### src/rtl/core/tksht_pkg.sv
package tksht_pkg;

  localparam int DEPTH_DEFAULT = 64;
  localparam int TIME_W        = 63;
  localparam int VALUE_W       = 64;
  localparam int OP_W          = 2;
  localparam int STATUS_W      = 2;
  localparam int FILL_W        = 7;
  localparam int INDEX_W       = 6;

  typedef enum logic [OP_W-1:0] {
    OP_INSERT      = 2'd0,
    OP_KEEP_NEWEST = 2'd1,
    OP_KEEP_RANGE  = 2'd2,
    OP_READ        = 2'd3
  } op_t;

  typedef enum logic [STATUS_W-1:0] {
    STATUS_INSERTED = 2'd0,
    STATUS_REPLACED = 2'd1,
    STATUS_DROPPED  = 2'd2,
    STATUS_DONE     = 2'd3
  } status_t;

  typedef enum logic [1:0] {
    CELL_HOLD,
    CELL_INSERT,
    CELL_REPLACE,
    CELL_SHIFT_DOWN
  } cell_cmd_t;

  typedef struct packed {
    cell_cmd_t           cmd;
    logic [TIME_W-1:0]   key_time;
    logic [TIME_W-1:0]   range_end;
    logic [VALUE_W-1:0]  key_value;
  } cell_ctrl_t;

  typedef struct packed {
    logic below_key;
    logic match_key;
    logic within_end;
  } cell_flags_t;

  typedef enum logic [2:0] {
    S_IDLE,
    S_EVAL,
    S_APPLY,
    S_SHIFT,
    S_FINISH
  } state_t;

endpackage

### src/rtl/core/tksht_cell.sv
module tksht_cell
  import tksht_pkg::*;
(
  input  logic               clk,
  input  cell_ctrl_t         ctrl,
  input  logic               occupied,
  input  logic               left_below,
  input  logic [TIME_W-1:0]  left_time,
  input  logic [VALUE_W-1:0] left_value,
  input  logic [TIME_W-1:0]  right_time,
  input  logic [VALUE_W-1:0] right_value,
  output logic [TIME_W-1:0]  slot_time,
  output logic [VALUE_W-1:0] slot_value,
  output cell_flags_t        flags
);

  logic [TIME_W-1:0]  slot_time_next;
  logic [VALUE_W-1:0] slot_value_next;

  always_comb begin
    slot_time_next  = slot_time;
    slot_value_next = slot_value;
    unique case (ctrl.cmd)
      CELL_INSERT: begin
        // cells below the new time stay, the boundary cell takes the key,
        // everything above moves up one place
        if (!flags.below_key) begin
          if (left_below) begin
            slot_time_next  = ctrl.key_time;
            slot_value_next = ctrl.key_value;
          end else begin
            slot_time_next  = left_time;
            slot_value_next = left_value;
          end
        end
      end
      CELL_REPLACE: begin
        if (flags.match_key) begin
          slot_value_next = ctrl.key_value;
        end
      end
      CELL_SHIFT_DOWN: begin
        slot_time_next  = right_time;
        slot_value_next = right_value;
      end
      default: begin
      end
    endcase
  end

  always_ff @(posedge clk) begin
    slot_time        <= slot_time_next;
    slot_value       <= slot_value_next;
    flags.below_key  <= occupied && (slot_time < ctrl.key_time);
    flags.match_key  <= occupied && (slot_time == ctrl.key_time);
    flags.within_end <= occupied && (slot_time <= ctrl.range_end);
  end

endmodule

### config.mk
export PLATFORM = sky130hd
export DESIGN_NAME = tksht_cell
export DESIGN_NICKNAME = d
export VERILOG_FILES = /design/src/rtl/core/tksht_pkg.sv /design/src/rtl/core/tksht_cell.sv
export SDC_FILE = /design/constraint.sdc
export NUM_CORES = 1
export LEC_CHECK = 0
export BUFFER_PORTS_ARGS = -buffer_cell sky130_fd_sc_hd__buf_2
export CAP_MARGIN = 20
export CORE_AREA = 8 8 219 221
export CTS_CLUSTER_DIAMETER = 50
export CTS_CLUSTER_SIZE = 24
export DETAILED_ROUTE_END_ITERATION = 10
export DIE_AREA = 0 0 227 229
export PLACE_DENSITY = 0.46
export SYNTH_ARGS = -nofsm -noshare
export SYNTH_HDL_FRONTEND = slang
export SYNTH_SLANG_ARGS = --single-unit
### constraint.sdc
create_clock -name clk -period 13 [get_ports clk]
set_input_delay 1.3 -clock clk [delete_from_list [all_inputs] [get_ports clk]]
set_output_delay 1.3 -clock clk [all_outputs]
set_load 0.005 [all_outputs]
==> flow_summary.yaml, run 1 <==
pwr:
  power.density_nw_per_um2: 93.4
  vdd_drop_max_mv: 0.0591
  cellLeakagePower_nw: 7.12
place:
  portBuffers: 578
  dpl.hpwl_um: 37000
  routabilityCongestion: 0.842
flow_run:
  cap_violations: 0
clocking:
  post_cts_resized: 0
  htree_levels: 4
  cts.clk_slew.worst_paths_ns: 0.06
  cts_setup_buffers: 0
  clk_root_buffer_cell: "clkbuf_16"
  clock_latency_ns: 0.44
  cts.sinks: 130
  numCtsBuffers: 17
  cts_buffer_depth: 2
  cts_hold_buf: 0
  cts_tree: "built"
hold_path:
  hp-class: "flop to flop"
  hold_end: "flags[2]"
  whs_path_depth: 4
  min_from: "slot_time[14]"
floorplan:
  start_util: 0.231
  die_x_um: 227
  fp-row-count: 78
  core_region_area_um2: 44700
  pin_count: 579
  die-area_um2: 52000
  die_h_um: 229
synthesis:
  synth_seq_cells: 130
  yosys_warnings: 0
  synth_top_family_by_area: "compound AO/OA/AOI/OAI gates"
  synth-edff-count: 127
  synth_fa_ha_area_frac: 0.153
  yosysUniqueCellTypes: 45
  avgSynthCellArea_um2: 9.58
  muxShareOfSynthArea: 0.122
  synth-async-reset-ratio: 0
  synth_ff_type: "edfxtp_1"
  synthCells: 1076
  synthXorXnorAreaFrac: 0
  syn-num-nets: 1651
  synth_area_um2: 10300
  synth_compound_area_frac: 0.171
  synthSimpleGateAreaFrac: 0.110
  yosysSeqAreaShare: 0.376
finish:
  fillers: 4772
  finalNetCount: 2198
  multi_input_area_um2: 5750
  drive_above_1_share: 0.380
  area_delta_synth_final_pct: 39.3
  seqCellArea_um2: 3870
route:
  met1_length_um: 18400
  drtAntennaViolNets: 0
  drtPass1Iterations: 4
  routedWlPerCell_um: 19.7
  dr_total_vias: 10000
  remaining_drc_errors: 0
  top_layer: "met5"
  wl_met3_um: 2480
  route.met2.wl_um: 22700
  viasPerCell: 4.48
  wirelength_um: 44200
  first_iter_violations: 361
timing:
  fin_hold_ws_ns: 0.914
  slew_viol_final: 0
  fin_setup_tns_ns: 0
  rsz0062_at_grt: "false"
  fin_crit_sh: 0.292
  setup_violations: 0
  fmax_mhz: 263
  hold_violations: 0
  worstMarginPinSlew_ns: 1.04
  relSlewSlack: 0.305
  fin_skew_ns: 0.00763
  fin_crit_ns: 3.80
global_routing:
  antenna_found_initial: 7
  grt_usage: 0.163
  grt-ovfl-total: 0
  grt_pass1_wl_um: 64400
  grt_max_degree: 112
  grt_pass1_vias: 10600
run_status:
  outcome: "complete, no violations"
setup_path:
  reg2reg_from: "slot_time[62]"
  critPathLaunchType: "input pin"
  required_ns: 13.07
  crit_start: "ctrl[191]"
  arrival_ns: 3.88
  critPathMaxFanout: 85
  reg2reg_slack_ns: 9.95
  worstReg2RegEnd: "flags[0]"
  rr_worst_depth: 7
  crit_type: "input pin to flop"
  cp-end-kind: "flop"
metal layers:
metal  up-vias  GRT usage
met1      4657      0.191
met4         6     0.0401
met5         -          0
li1       5054          -
met2       275      0.293
met3        35     0.0405
area by class of cell:
cell class | count | area share
diodes | 4 | 0.000697
clock inverters | 14 | 0.00819
flip-flops and latches | 130 | 0.270
repair buffers | 584 | 0.205
well taps | 600 | 0.0523
multi-input cells | 762 | 0.400
clock buffers | 18 | 0.0299
inverters | 128 | 0.0335
kinds of logic (layout without fill, tap and decap cells):
| family | Yosys count | in the layout |
|---|---|---|
| AOI/OAI and AO/OA | 293 | 293 |
| adders and majority gates | 126 | 126 |
| buffers and inverters | 184 | 744 |
| DFF | 130 | 130 |
| muxes | 126 | 126 |
| other | 0 | 4 |
| and+or+nand+nor | 217 | 217 |
metrics by stage:
step	cell area (µm²)	std cells	util	worst slack, ns	power, W
global route	14400	2239	0.321	9.02	0.00142
floorplan	10300	1076	-	4.96	0.000713
global placement	13800	2204	0.309	8.75	0.000890
CTS	14400	2236	0.321	9.19	0.00137
detailed placement	13800	2204	0.309	8.71	0.000893
finish	14400	2240	0.321	9.20	0.00134
state kept, by name, summed over array words and instances (netlist names):
name        flops
slot_value     64
flags           3
slot_time      63
synthesized netlist by cell type (22+ instances only):
library cell	count	share of area
inv_1	128	0.047
edfxtp_1	127	0.37
ha_1	126	0.15
mux2i_1	126	0.12
a21oi_1	107	0.052
nand2_1	83	0.030
o21ai_0	74	0.036
a211oi_1	69	0.050
nor2b_1	66	0.040
clkbuf_1	41	0.015
nand4_1	28	0.017
a21o_1	22	0.016
power breakdown:
part,switching (W),internal [W]
clock network,0.000201,0.000261
logic,0.000186,0.000160
registers,0.0000234,0.000509
total,0.000411,0.000930
layout by cell type, fill, tap and decap left out, drive strengths merged, types with 2 or more instances in the layout:
cell type  instances
a2111oi            2
clkbuf            18
and2               2
diode              4
buf              584
clkinvlp           4
dfxtp              3
a21oi            108
nand4             29
clkinv             9
a21o              22
inv              128
nand3             11
mux2i            126
nor2b             66
nor2              12
nand2             83
nor4               3
o211ai             2
o31ai              2
ha               126
a21boi             2
edfxtp           127
o311ai             2
nor3               4
or4                2
a221o              2
o21a               2
o21ai             74
a211oi            69
worst max-delay path, cell delays in order:
cell,delay (ns)
buf_4,0.38
buf_4,0.73
inv_1,0.18
a21boi_4,0.17
a21o_2,0.52
buf_4,0.56
worst max path at each step:
stage                           to  slack [ns]  cells after the start
global route         slot_value[1]        9.02                      6
finish               slot_value[1]        9.20                      6
global placement    slot_value[10]        8.75                      6
CTS                  slot_value[1]        9.19                      6
detailed placement  slot_value[22]        8.71                      6
floorplan            slot_value[0]        4.96                      4
Power figures use the tool's default switching activity.
==> inputs of run 2 (changes only) <==
Settings changed: PLACE_DENSITY 0.46 to 0.47.
Clock period 13 ns to 3.3 ns, I/O delays scaled along.
==> run 2 against run 1 <==
Setup slack got worse by 8.4 ns. Critical endpoint is now flags[2]. Clock skew rose by 0.00081 ns. Highest routed layer unchanged. Via count rose by 1.4%. Combinational power rose to 4.0 times the previous value. Utilization rose by 0.23 points. Power rose to 3.9 times the previous value. First-iteration DRC count rose by 41%. Critical path depth rose by 1. Die area did not move. Clock power rose to 3.9 times the previous value.
==> flow_summary.yaml, run 2 (synthesized netlist as in run 1, its figures left out) <==
run_status:
  outcome: "complete, no violations"
global_routing:
  grt_pass1_wl_um: 64900
  grt-ovfl-total: 0
  grt_pass1_vias: 10700
  grt_usage: 0.165
  grt_max_degree: 92
  antenna_found_initial: 7
clocking:
  clk_root_buffer_cell: "clkbuf_16"
  htree_levels: 4
  cts_tree: "built"
  cts_buffer_depth: 2
  numCtsBuffers: 17
  cts.clk_slew.worst_paths_ns: 0.06
  post_cts_resized: 0
  cts_setup_buffers: 0
  clock_latency_ns: 0.45
  cts.sinks: 130
  cts_hold_buf: 0
setup_path:
  reg2reg_from: "slot_time[46]"
  crit_start: "slot_time[46]"
  reg2reg_slack_ns: 0.83
  cp-end-kind: "flop"
  critPathLaunchType: "flop"
  arrival_ns: 2.78
  critPathMaxFanout: 3
  worstReg2RegEnd: "flags[2]"
  required_ns: 3.61
  crit_type: "flop to flop"
  rr_worst_depth: 7
hold_path:
  min_from: "right_time[15]"
  hp-class: "input pin to flop"
  whs_path_depth: 3
  hold_end: "slot_time[15]"
timing:
  fin_crit_sh: 0.749
  fmax_mhz: 405
  slew_viol_final: 0
  fin_skew_ns: 0.00844
  hold_violations: 0
  fin_crit_ns: 2.47
  relSlewSlack: 0.339
  rsz0062_at_grt: "false"
  worstMarginPinSlew_ns: 0.991
  fin_setup_tns_ns: 0
  setup_violations: 0
finish:
  regMostFlops: "slot_value"
  drive_above_1_share: 0.383
  largest_reg_flops: 64
  final_core_util: 0.324
  finalNetCount: 2209
  largestRegisters: "slot_value (64), slot_time (63), flags (3)"
  final_cells: 2251
  area_delta_synth_final_pct: 40.3
  final_common_cell: "buf_2"
  final_cell_mix: "buf_2 (575), inv_1 (128), edfxtp_1 (127)"
route:
  drtPass1Iterations: 5
  viasPerCell: 4.52
  remaining_drc_errors: 0
  top_layer: "met5"
  met1_length_um: 18900
  wl_met3_um: 2690
  routedWlPerCell_um: 19.9
  drtAntennaViolNets: 0
  route.met2.wl_um: 22000
  first_iter_violations: 508
  dr_total_vias: 10200
  wirelength_um: 44800
floorplan:
  die_x_um: 227
  start_util: 0.231
  fp-row-count: 78
  pin_count: 579
  die-area_um2: 52000
  core_region_area_um2: 44700
  die_h_um: 229
pwr:
  vdd_drop_max_mv: 0.263
  total_power_w: 0.00528
  power.density_nw_per_um2: 365
  cellLeakagePower_nw: 7.18
place:
  portBuffers: 578
  dp.cells: 2215
  routabilityCongestion: 0.871
  dpl.hpwl_um: 37500
flow_run:
  cap_violations: 0
[run 2: changes by cell type in the layout (fill, tap and decap cells not counted), moves of 2 or more]
cell	previous run	this run
buf_12	0	3
buf_4	8	16
clkinv_1	2	4
clkinv_4	4	1
[run 2: worst max-delay path by stage]
stage | end | depth (start not counted) | slack (ns)
2_1_floorplan | slot_value[0] | 4 | 0.16
3_3_place_gp | flags[2] | 9 | 0.75
3_5_place_dp | flags[2] | 9 | 0.70
4_1_cts | flags[2] | 7 | 0.79
5_1_grt | flags[0] | 7 | 0.59
6_report | flags[2] | 7 | 0.83
[run 2: critical path, stage by stage, from the launching register on]
cell and delay, ns:
edfxtp_1 0.44, ha_1 0.32, nand4_1 0.13, nor3_1 0.48
nand3_1 0.20, or4_4 0.59, a21oi_2 0.13, a2111oi_1 0.06
[run 2: per-stage QoR]
step | cell area [µm²] | hold WS (ns) | worst slack [ns]
after global placement | 13900 | 0.612 | 0.747
after detailed placement | 13900 | 0.612 | 0.702
after floorplan | 10300 | 0.517 | 0.161
final | 14500 | 0.157 | 0.829
after global routing | 14500 | 0.127 | 0.592
after CTS | 14400 | 0.111 | 0.785
[run 2: routing by layer]
| metal | vias to the layer above | track usage |
|---|---|---|
| met5 | - | 0 |
| met4 | 2 | 0.0658 |
| met3 | 54 | 0.0403 |
| met2 | 349 | 0.282 |
| met1 | 4695 | 0.197 |
| li1 | 5064 | - |
[run 2: where the power goes]
| group | switching, W | leakage, nW | internal [W] |
|---|---|---|---|
| Clock | 0.000785 | 0.251 | 0.00101 |
| Sequential | 0.0000847 | 1.25 | 0.00200 |
| Combinational | 0.000753 | 5.68 | 0.000645 |
| Total | 0.00162 | 7.18 | 0.00366 |
[run 2: area by class of cell]
class                           instances  area (µm²)
Inverter                              128         480
Clock buffer                           18         429
Sequential cell                       130        3870
Timing Repair Buffer                  595        3070
Clock inverter                         13        96.3
Tap cell                              600         751
Multi-Input combinational cell        762        5750
Fill cell                            4824       30200
Antenna cell                            5        12.5
==> inputs of run 3 (changes only) <==
Clock period 3.3 ns to 2.2 ns, I/O delays scaled along.
==> run 3 against run 2 <==
The flow now finishes with violations (negative setup slack). Die area is the same. Global-route usage grew 1.0 points. Combinational power grew 66%. Setup slack lost 0.91 ns. Sequential share of layout area shrank 1.3 points. Non-clock buffer count grew 60. Routed wire length grew 6.2%. Count of clock-buffer cells in the layout shrank 1. First-iteration DRC count shrank 8.9%. Highest routed layer unchanged. Sequential power grew 49%. Fmax grew 8.2%.
==> flow_summary.yaml, run 3 (synthesized netlist as in run 1, its figures left out) <==
global_routing:
  grt-ovfl-total: 0
  grt_pass1_vias: 11100
  grt_usage: 0.176
  antenna_found_initial: 12
  grt_pass1_wl_um: 68000
  grt_max_degree: 127
clocking:
  clk_root_buffer_cell: "clkbuf_16"
  cts.clk_slew.worst_paths_ns: 0.06
  cts.sinks: 130
  cts_hold_buf: 0
  cts_tree: "built"
  htree_levels: 4
  cts_buffer_depth: 2
  numCtsBuffers: 17
  clock_latency_ns: 0.45
route:
  routedWlPerCell_um: 20.5
  viasPerCell: 4.53
  drtPass1Iterations: 5
  remaining_drc_errors: 0
  first_iter_violations: 463
  dr_total_vias: 10500
  wirelength_um: 47500
  drtAntennaViolNets: 0
pwr:
  power.density_nw_per_um2: 542
  cellLeakagePower_nw: 7.52
  vdd_drop_max_mv: 0.445
finish:
  final_cell_mix: "buf_2 (575), inv_1 (127), edfxtp_1 (127)"
  design_area_um2: 15200
  regMostFlops: "slot_value"
  fillers: 4792
  final_common_cell: "buf_2"
  area_delta_synth_final_pct: 47.5
  drive_above_1_share: 0.419
  finalNetCount: 2269
  largestRegisters: "slot_value (64), slot_time (63), flags (3)"
  final_cells: 2314
  largest_reg_flops: 64
  final_core_util: 0.340
floorplan:
  die_x_um: 227
  core_region_area_um2: 44700
  die-area_um2: 52000
  fp-row-count: 78
  pin_count: 579
  die_h_um: 229
  start_util: 0.231
timing:
  worstMarginPinSlew_ns: 0.590
  setup_slack_ns: -0.0835
  setup_violations: 1
  rsz0062_at_grt: "true"
  fin_skew_ns: 0.00996
  slew_viol_final: 0
  fin_crit_ns: 2.28
  fin_crit_sh: 1.04
  relSlewSlack: 0.607
  fmax_mhz: 438
  hold_violations: 0
place:
  pre_cts_slack_ns: -0.170
  dp.cells: 2273
  dpl_cell_area_um2: 14400
  portBuffers: 578
  routabilityCongestion: 0.877
  dpl.hpwl_um: 39900
run_status:
  violations: "negative setup slack"
  outcome: "finished with violations"
setup_path:
  cp-end-kind: "flop"
  required_ns: 2.52
  crit_type: "flop to flop"
  critPathLaunchType: "flop"
  critPathMaxFanout: 2
  reg2reg_slack_ns: -0.08
  arrival_ns: 2.60
hold_path:
  hp-class: "input pin to flop"
flow_run:
  cap_violations: 0
[run 3: cell types whose count changed in the layout (fill, tap and decap cells not counted), moves of 3 or more]
cell / before / now
buf_4: 16 / 69
ha_4: 0 / 9
diode_2: 5 / 9
a211oi_1: 69 / 66
a211oi_2: 0 / 3
buf_12: 3 / 9
ha_1: 126 / 117
[run 3: repair_timing]
item	4_1_cts	5_1_grt
pin swaps	4	14
endpoints found under the setup margin	2	3
buffers inserted	0	2
gates resized for setup	2	26
[run 3: power breakdown]
group | total, W | leakage, nW | switching [W] | internal, W
Combinational | 0.00232 | 6.00 | 0.00122 | 0.00111
Clock | 0.00280 | 0.259 | 0.00117 | 0.00163
Sequential | 0.00312 | 1.25 | 0.000114 | 0.00300
[run 3: routing by layer]
layer	routed length, µm	vias up	share of wire	track usage
li1	-	5187	-	-
met1	19300	4933	0.41	0.205
met2	24400	297	0.51	0.307
met3	2650	54	0.056	0.0420
met4	1140	4	0.024	0.0634
met5	21	-	0.00044	0
[run 3: area by class of cell]
| cell class | instances | area (µm²) | share of cell area |
|---|---|---|---|
| Antenna cell | 9 | 22.5 | 0.00148 |
| Timing Repair Buffer | 655 | 3600 | 0.237 |
| Clock inverter | 13 | 121 | 0.00798 |
| Multi-Input combinational cell | 762 | 5930 | 0.390 |
| Clock buffer | 17 | 425 | 0.0280 |
| Tap cell | 600 | 751 | 0.0494 |
| Sequential cell | 130 | 3870 | 0.255 |
| Inverter | 128 | 483 | 0.0318 |
[run 3: worst paths after layout]
check	from	endpoint	cells past startpoint
max	slot_time[24]	flags[2]	6
min	right_time[25]	slot_time[25]	3
max reg2reg	slot_time[24]	flags[2]	6
min reg2reg	slot_time[46]	flags[2]	4
[run 3: through the flow]
step	total power, W	hold WS (ns)	TNS (ns)
final	0.00824	0.0440	-0.0835
after global routing	0.00870	0.0295	-0.325
after CTS	0.00832	0.00666	-0.0765
after detailed placement	0.00546	0.497	-0.202
after global placement	0.00542	0.495	-0.115
after floorplan	0.00421	0.407	-37.66
[run 3: worst max-delay path, cell delays in order, from the launching register on]
cell       delay, ns
edfxtp_1        0.40
ha_1            0.31
nand4_1         0.11
or3_2           0.57
or4_4           0.58
a21oi_2         0.14
a2111oi_2       0.04
